<file path="src/rtl/pvm_pkg.sv">
`timescale 1ns / 1ps
`default_nettype none

package pvm_pkg;

  localparam int unsigned W_BITS   = 24;
  localparam int unsigned FRAC     = 28;
  localparam int unsigned Q_W      = FRAC + 1;
  localparam int unsigned DIV_W    = (W_BITS > Q_W) ? W_BITS : Q_W;
  localparam int unsigned DIV_STEP = 2;
  localparam int unsigned DIV_NST  = FRAC / DIV_STEP;
  localparam int unsigned P_W      = FRAC + 4;
  localparam int unsigned K_W      = 27;
  localparam int unsigned K_FRAC   = 24;
  localparam int unsigned KP_W     = K_W + Q_W;
  localparam int unsigned PN_W     = KP_W + 1;
  localparam int unsigned ETA_SH   = 36;
  localparam int unsigned E_W      = PN_W - ETA_SH;
  localparam int unsigned ETA_W    = 17;
  localparam int unsigned T2_W     = FRAC + 2;
  localparam int unsigned T4_W     = FRAC + 4;
  localparam int unsigned T5_W     = FRAC + 5;
  localparam int unsigned POLY_ST  = 5;
  localparam int unsigned ETA_ST   = 5;
  localparam int unsigned PIPE_LAT = 2 * (DIV_NST + 1) + POLY_ST + 3 * FRAC + ETA_ST + 2;

  localparam logic [Q_W-1:0]   ONE_Q   = {1'b1, {FRAC{1'b0}}};
  localparam logic [ETA_W-1:0] ETA_ONE = {1'b1, {(ETA_W-1){1'b0}}};

  function automatic logic [K_W-1:0] kq(input longint unsigned n);
    return K_W'(((n << K_FRAC) + 64'd50000) / 64'd100000);
  endfunction

  localparam logic [K_W-1:0] KP1 = kq(269269);
  localparam logic [K_W-1:0] KP2 = kq(242843);
  localparam logic [K_W-1:0] KP3 = kq(447163);
  localparam logic [K_W-1:0] KP4 = kq(7842);
  localparam logic [K_W-1:0] KE1 = kq(136603);
  localparam logic [K_W-1:0] KE2 = kq(47719);
  localparam logic [K_W-1:0] KE3 = kq(11116);

  typedef struct packed {
    logic [W_BITS-1:0] lorentz_width;
    logic [W_BITS-1:0] gauss_width;
  } pvm_in_t;

  typedef struct packed {
    logic [ETA_W-1:0]  mix_factor;
    logic [W_BITS-1:0] combined_width;
    logic              zero_width_error;
  } pvm_out_t;

  typedef struct packed {
    logic              err;
    logic              lmax;
    logic [W_BITS-1:0] m;
    logic [Q_W-1:0]    x;
    logic [P_W-1:0]    p;
    logic [Q_W-1:0]    s;
    logic [W_BITS-1:0] f;
  } pvm_side_t;

  function automatic logic [Q_W-1:0] qmul(input logic [Q_W-1:0] a, input logic [Q_W-1:0] b);
    logic [2*Q_W-1:0] pr;
    pr = (2*Q_W)'(a) * (2*Q_W)'(b);
    return pr[FRAC +: Q_W];
  endfunction

  function automatic logic [P_W-1:0] kmul(input logic [K_W-1:0] k, input logic [Q_W-1:0] t);
    logic [KP_W-1:0] pr;
    pr = KP_W'(k) * KP_W'(t);
    return pr[K_FRAC +: P_W];
  endfunction

endpackage

`default_nettype wire

</file>
<file path="src/rtl/pvm_div.sv">
`timescale 1ns / 1ps
`default_nettype none

module pvm_div (
  input  logic                        clk_i,
  input  logic                        rst_ni,
  input  logic                        valid_i,
  input  pvm_pkg::pvm_side_t          side_i,
  input  logic [pvm_pkg::DIV_W-1:0]   num_i,
  input  logic [pvm_pkg::DIV_W-1:0]   den_i,
  output logic                        valid_o,
  output pvm_pkg::pvm_side_t          side_o,
  output logic [pvm_pkg::Q_W-1:0]     quo_o
);
  import pvm_pkg::*;

  logic [DIV_NST:0] vld_q;
  pvm_side_t        side_q [DIV_NST+1];
  logic [DIV_W-1:0] den_q  [DIV_NST+1];
  logic [DIV_W-1:0] rem_q  [DIV_NST+1];
  logic [DIV_W-1:0] rem_d  [DIV_NST+1];
  logic [Q_W-1:0]   quo_q  [DIV_NST+1];
  logic [Q_W-1:0]   quo_d  [DIV_NST+1];

  always_comb begin
    logic [DIV_W:0] r;
    logic [Q_W-1:0] q;
    r = '0;
    q = '0;
    if (num_i >= den_i) begin
      rem_d[0] = num_i - den_i;
      quo_d[0] = Q_W'(1);
    end else begin
      rem_d[0] = num_i;
      quo_d[0] = '0;
    end
    for (int k = 1; k <= DIV_NST; k++) begin
      r = {1'b0, rem_q[k-1]};
      q = quo_q[k-1];
      for (int j = 0; j < DIV_STEP; j++) begin
        r = {r[DIV_W-1:0], 1'b0};
        if (r >= {1'b0, den_q[k-1]}) begin
          r = r - {1'b0, den_q[k-1]};
          q = {q[Q_W-2:0], 1'b1};
        end else begin
          q = {q[Q_W-2:0], 1'b0};
        end
      end
      rem_d[k] = r[DIV_W-1:0];
      quo_d[k] = q;
    end
  end

  always_ff @(posedge clk_i or negedge rst_ni) begin
    if (!rst_ni) begin
      vld_q <= '0;
    end else begin
      vld_q <= {vld_q[DIV_NST-1:0], valid_i};
    end
  end

  always_ff @(posedge clk_i) begin
    side_q[0] <= side_i;
    den_q[0]  <= den_i;
    rem_q[0]  <= rem_d[0];
    quo_q[0]  <= quo_d[0];
    for (int k = 1; k <= DIV_NST; k++) begin
      side_q[k] <= side_q[k-1];
      den_q[k]  <= den_q[k-1];
      rem_q[k]  <= rem_d[k];
      quo_q[k]  <= quo_d[k];
    end
  end

  assign valid_o = vld_q[DIV_NST];
  assign side_o  = side_q[DIV_NST];
  assign quo_o   = quo_q[DIV_NST];

endmodule

`default_nettype wire

</file>
<file path="config.mk">
export PLATFORM = sky130hd
export DESIGN_NAME = pvm_div
export DESIGN_NICKNAME = d
export VERILOG_FILES = /design/src/rtl/pvm_pkg.sv /design/src/rtl/pvm_div.sv
export SDC_FILE = /design/constraint.sdc
export NUM_CORES = 2
export LEC_CHECK = 0
export ABC_CLOCK_PERIOD_IN_PS = 7900
export BUFFER_PORTS_ARGS = -buffer_cell sky130_fd_sc_hd__buf_2
export CAP_MARGIN = 20
export CORE_AREA = 5 5 540 542
export CTS_CLUSTER_DIAMETER = 200
export CTS_CLUSTER_SIZE = 40
export DETAILED_ROUTE_END_ITERATION = 6
export DIE_AREA = 0 0 545 547
export PLACE_DENSITY = 0.56
export REMOVE_ABC_BUFFERS = 1
export SLEW_MARGIN = 15
export SYNTH_ARGS = -nofsm -noshare
export SYNTH_HDL_FRONTEND = slang
export SYNTH_SLANG_ARGS = --single-unit
</file>
<file path="constraint.sdc">
create_clock -name clk_i -period 7.9 [get_ports clk_i]
set_input_delay 1.58 -clock clk_i [delete_from_list [all_inputs] [get_ports clk_i]]
set_output_delay 1.58 -clock clk_i [all_outputs]
set_load 0.02 [all_outputs]
</file>
Yosys cells after proc, flatten, opt, wreduce, memory -nomap -nowiden:

Memories as Yosys holds them, arrays and structs flattened.
Cells that the tools add are included.

* memories: 4
* bits in registers: 15
* bits in writable memories: 3405

* $add $sub $neg: 29
* order comparisons: 29
* mux-type cells: 58

Memories
* side_q: words 15, bits a word 140, read ports 15, clocked after Yosys merged registers in 0, wr ports 15, RTL line pvm_div.sv:18 `pvm_side_t side_q [DIV_NST+1];`
* den_q: words 15, bits a word 29, read ports 14, clocked after Yosys merged registers in 0, wr ports 15, RTL line pvm_div.sv:19 `logic [DIV_W-1:0] den_q [DIV_NST+1];`
* quo_q: words 15, bits a word 29, read ports 15, clocked after Yosys merged registers in 0, wr ports 15, RTL line pvm_div.sv:22 `logic [Q_W-1:0] quo_q [DIV_NST+1];`
* rem_q: words 15, bits a word 29, read ports 14, clocked after Yosys merged registers in 0, wr ports 15, RTL line pvm_div.sv:20 `logic [DIV_W-1:0] rem_q [DIV_NST+1];`

Operators with widths (number)
* two-way mux 29 bit: 29
* subtractor 29 bit: 29
* >= comparator 30 x 29 -> 1 bit: 28
* >= comparator 29 bit: 1
* two-way mux 1 bit: 29

Depth between registers and ports, before layout:

An unclocked memory read counts as a cell.

* word-level depth: 5
* gate-level depth with buffers: 28
* depth with buffers taken out: 26

Worst setup path after synthesis:

Ideal clock, no wire load.

* path type: register to register
* start point: memory rem_q[0][174] (netlist name)
* end point: memory rem_q[0][207] (netlist name)
* cell stages (with the launch flop): 25
* buffers on the path: 4
* arrival time: 5.734 ns
* period minus slack after synthesis: 5.855 ns
* path slack: 2.045 ns
* path through: dfxtp_1 > inv_1 > fa_1 > nor2b_1 > o21ai_0 > a21oi_1 > o31ai_1 > a2111oi_0 > o311a_1 > a31o_2 > buf_2 > buf_2 > buf_1 > a21oi_1 > ha_1 > a2111oi_0 > o21ai_0 > a41oi_1 > o21bai_1 > a41oi_1 > o21ai_0 > a31o_2 > a21oi_2 > buf_4 > mux2_2

RTL lines (RTL line)
* from (decl): pvm_div.sv:20

==> flow_summary.yaml <==
critical_path:
  rrSetupSlack_ps: 590
  data_arrival_time_of_the_critical_path_ps: 8110
  crit_type: "reg -> reg"
  crit_required_ps: 8690
  end_kind: "flop"
  worst_setup_path_start_kind: "flop"
  timing.critical_path.fanout_max: 29
sta:
  fin_worst_skew_ps: 78.14
  fin_tns_setup_ps: 0
  slew_worst_pin_ps: 1016
  fin_crit_ps: 7314
  setup-violations-final: 0
  maxSlewViolCount: 0
  grt_setup_unrepaired: "no"
  timing_hold_violations_final: 0
  share_of_the_clock_period_used_by_the_worst_path_pct: 92.59
  slew_headroom_pct: 31.71
  achievable_clock_frequency_mhz: 136.7
synth:
  synth-async-reset-ratio_pct: 0.4759
  seq_area_frac_synth_pct: 55.55
  syn_area_per_cell_um2: 10.93
  netlist_area_mm2: 0.1137
  ys.warnings.count: 0
  post_synth_inst_count: 10410
  ys_types: 94
  synth_enable_flop_cells: 0
  ys_dominant_reg_cell: "sky130_fd_sc_hd__dfxtp_1"
  ys_seq_elements: 3152
route:
  drt_iter0_markers: 3659
  antenna_violating_nets_post_route: 1
  vias: 71220
  drt-vias-per-instance: 4.920
  postRouteWirelength_mm: 239.3
  avgRoutedWirePerCell_um: 16.53
  firstDrtPassIters: 7
  post-route-drc-count: 2
floorplanning:
  die_height_um: 547
  fp.dieArea_mm2: 0.2981
  core_mm2: 0.2864
  chipWidth_um: 545
  rows: 197
  effective_utilization_at_floorplan_pct: 39.71
  floorplan.io_pins: 371
clock_tree:
  htreeDepth: 3
  clkLatencyLatePin_ps: 890
  clock_tree.buffer_depth: 4
  clk_pin_slew_ps: 160
  cts_sinks: 3152
  postCtsResizedCells: 0
  post-cts-setup-buffer-count: 0
  ctsRootBufferMaster: "sky130_fd_sc_hd__clkbuf_16"
  cts_hold_repair.buffers: 0
  numCtsBuffers: 92
  clock_tree_from_tritoncts: "yes"
finish:
  synthToLayoutAreaGrowth_pct: 7.306
  drive_above_1_share_pct: 10.81
  fin_nets: 11720
  layoutNonFillerInstCount: 14480
  final_core_utilization_pct: 42.61
  total_of_fill_cells_in_the_finished_design: 27130
placement:
  dpl.hpwl_mm: 188.8
  placed_cells_incl_taps: 14370
  globalplace.congestion: 0.9589
  placement.io_buffers: 370
worst_hold_path:
  hp-class: "reg -> reg"
global_routing:
  grt_util_all_layers_pct: 15.58
  via_count_of_the_first_global_routing_pass: 71960
  antenna_violations_before_repair: 4
  pin_count_of_the_biggest_net_entering_global_routing: 44
  globalRoute.totalOverflow: 0
  grt_pass1_wl_mm: 380.9
outcome:
  failed_checks: "antenna violations, design-rule violations"
  outcome: "finished, violations left"
job:
  max_cap_viols: 0
[metal layers]
layer / track usage [%] / vias up / wire, um
li1: - / 36260 / -
met1: 18.69 / 33390 / 103600
met2: 28.65 / 1166 / 119600
met3: 1.622 / 412 / 6845
met4: 5.636 / 2 / 9265
met5: 0 / - / 13
[cells in the final DEF, fill, tap and decap left out, drive strengths merged, types with 45 or more instances in the layout]
cell type / n
nand3: 122
o21a: 128
xnor2: 452
nor3: 124
nand2b: 107
a21o: 397
buf: 474
clkbuf: 95
ha: 826
nor2b: 115
nor2: 549
and3: 54
xor2: 205
a21oi: 755
o21bai: 91
a31oi: 90
dfxtp: 3137
or3: 45
mux2: 487
o21ai: 487
nand4: 94
o31ai: 46
a211oi: 67
inv: 651
nand2: 531
[area by class of cell]
type,instances,area (um^2),area share (%)
sequential,3152,63180,51.76
multi-input combinational,6312,46530,38.12
tap,3781,4731,3.876
timing repair buffer,474,2758,2.260
inverter,650,2440,1.999
clock buffer,95,2313,1.896
clock inverter,5,80.08,0.06561
antenna,8,20.02,0.01640
[synthesized netlist by cell type, drive strengths merged (21+ instances only)]
cell / n / area (um^2)
nand4: 94 / 588.1
a31oi: 90 / 563.0
o211ai: 31 / 232.7
a211oi: 67 / 508.0
nand2b: 107 / 669.4
mux2i: 21 / 210.2
nand2: 531 / 1993
or2: 32 / 200.2
o21ai: 487 / 2437
a21oi: 755 / 3790
inv: 649 / 2436
a211o: 23 / 201.4
xnor2: 452 / 3959
xor2: 205 / 1795
nand3: 122 / 610.6
o2111ai: 22 / 192.7
nor2b: 115 / 719.4
and2: 41 / 256.5
o31a: 21 / 183.9
o21bai: 91 / 683.2
a31o: 32 / 280.3
dfxtp: 3137 / 62800
ha: 826 / 10330
or3: 45 / 281.5
nor3: 124 / 620.6
nor2: 549 / 2063
buf: 190 / 1334
clkbuf: 105 / 394.1
a21o: 397 / 2980
o31ai: 46 / 345.3
o21a: 128 / 960.9
a21boi: 37 / 281.5
mux2: 487 / 5510
and3: 54 / 337.8
[critical path, cell delays in order (launching register included)]
cell	delay (ps)
sky130_fd_sc_hd__dfxtp_1	540
sky130_fd_sc_hd__inv_1	150
sky130_fd_sc_hd__ha_1	370
sky130_fd_sc_hd__nor2b_1	160
sky130_fd_sc_hd__o21ai_0	230
sky130_fd_sc_hd__a21oi_1	140
sky130_fd_sc_hd__or4_1	430
sky130_fd_sc_hd__a21o_1	280
sky130_fd_sc_hd__a21o_1	220
sky130_fd_sc_hd__a21oi_1	410
sky130_fd_sc_hd__nor2_2	280
sky130_fd_sc_hd__mux2_2	380
sky130_fd_sc_hd__ha_1	340
sky130_fd_sc_hd__inv_1	70
sky130_fd_sc_hd__o21ai_1	240
sky130_fd_sc_hd__a41oi_1	360
sky130_fd_sc_hd__a2111oi_0	570
sky130_fd_sc_hd__buf_4	210
sky130_fd_sc_hd__o2111ai_1	150
sky130_fd_sc_hd__a31oi_1	240
sky130_fd_sc_hd__o21ai_0	140
sky130_fd_sc_hd__a21boi_0	260
sky130_fd_sc_hd__a211o_1	140
sky130_fd_sc_hd__buf_4	390
sky130_fd_sc_hd__mux2_2	440
[flip-flops by register name, summed over array words and instances, names as in the netlist]
| signal | flops |
|---|---|
| vld_q | 15 |
| quo_q | 225 |
| rem_q | 406 |
| den_q | 406 |
| side_q | 2100 |
[final timing paths]
| kind | startpoint | end | cells after the start |
|---|---|---|---|
| max reg2reg | den_q[0][147] | rem_q[0][175] | 24 |
| min reg2reg | side_q[0][70] | side_q[0][210] | 0 |
| min | side_q[0][70] | side_q[0][210] | 0 |
| min in group asynchronous | rst_ni | vld_q[1] | 1 |
| max | den_q[0][147] | rem_q[0][175] | 24 |
| max in group asynchronous | rst_ni | vld_q[8] | 1 |
[cell families (layout without fill, tap and decap cells)]
logic type	count (synthesis)	in the layout	share of synthesized area (%)
AO/OA/AOI/OAI	2385	2385	13.28
XOR/XNOR	657	657	5.059
adder cells (fa/ha/maj)	841	841	9.351
buffers and inverters	945	1224	3.664
flip-flops	3152	3152	55.55
multiplexers	508	508	5.030
other	0	8	0
AND/OR/NAND/NOR	1921	1921	8.074
[per-stage QoR]
step / hold WS (ps) / area, um^2 / worst slack, ps
after CTS: 238.8 / 122000 / 456.3
after floorplan: 309.6 / 112000 / 327.6
after global routing: 270.4 / 122000 / 58.27
after global placement: 309.5 / 119600 / 528.7
after detailed placement: 312.1 / 119600 / 485.9
final: 262.8 / 122000 / 585.6
Power is not shown: default switching activity piles up to over one toggle a cycle in this logic, so the estimate is an artifact.
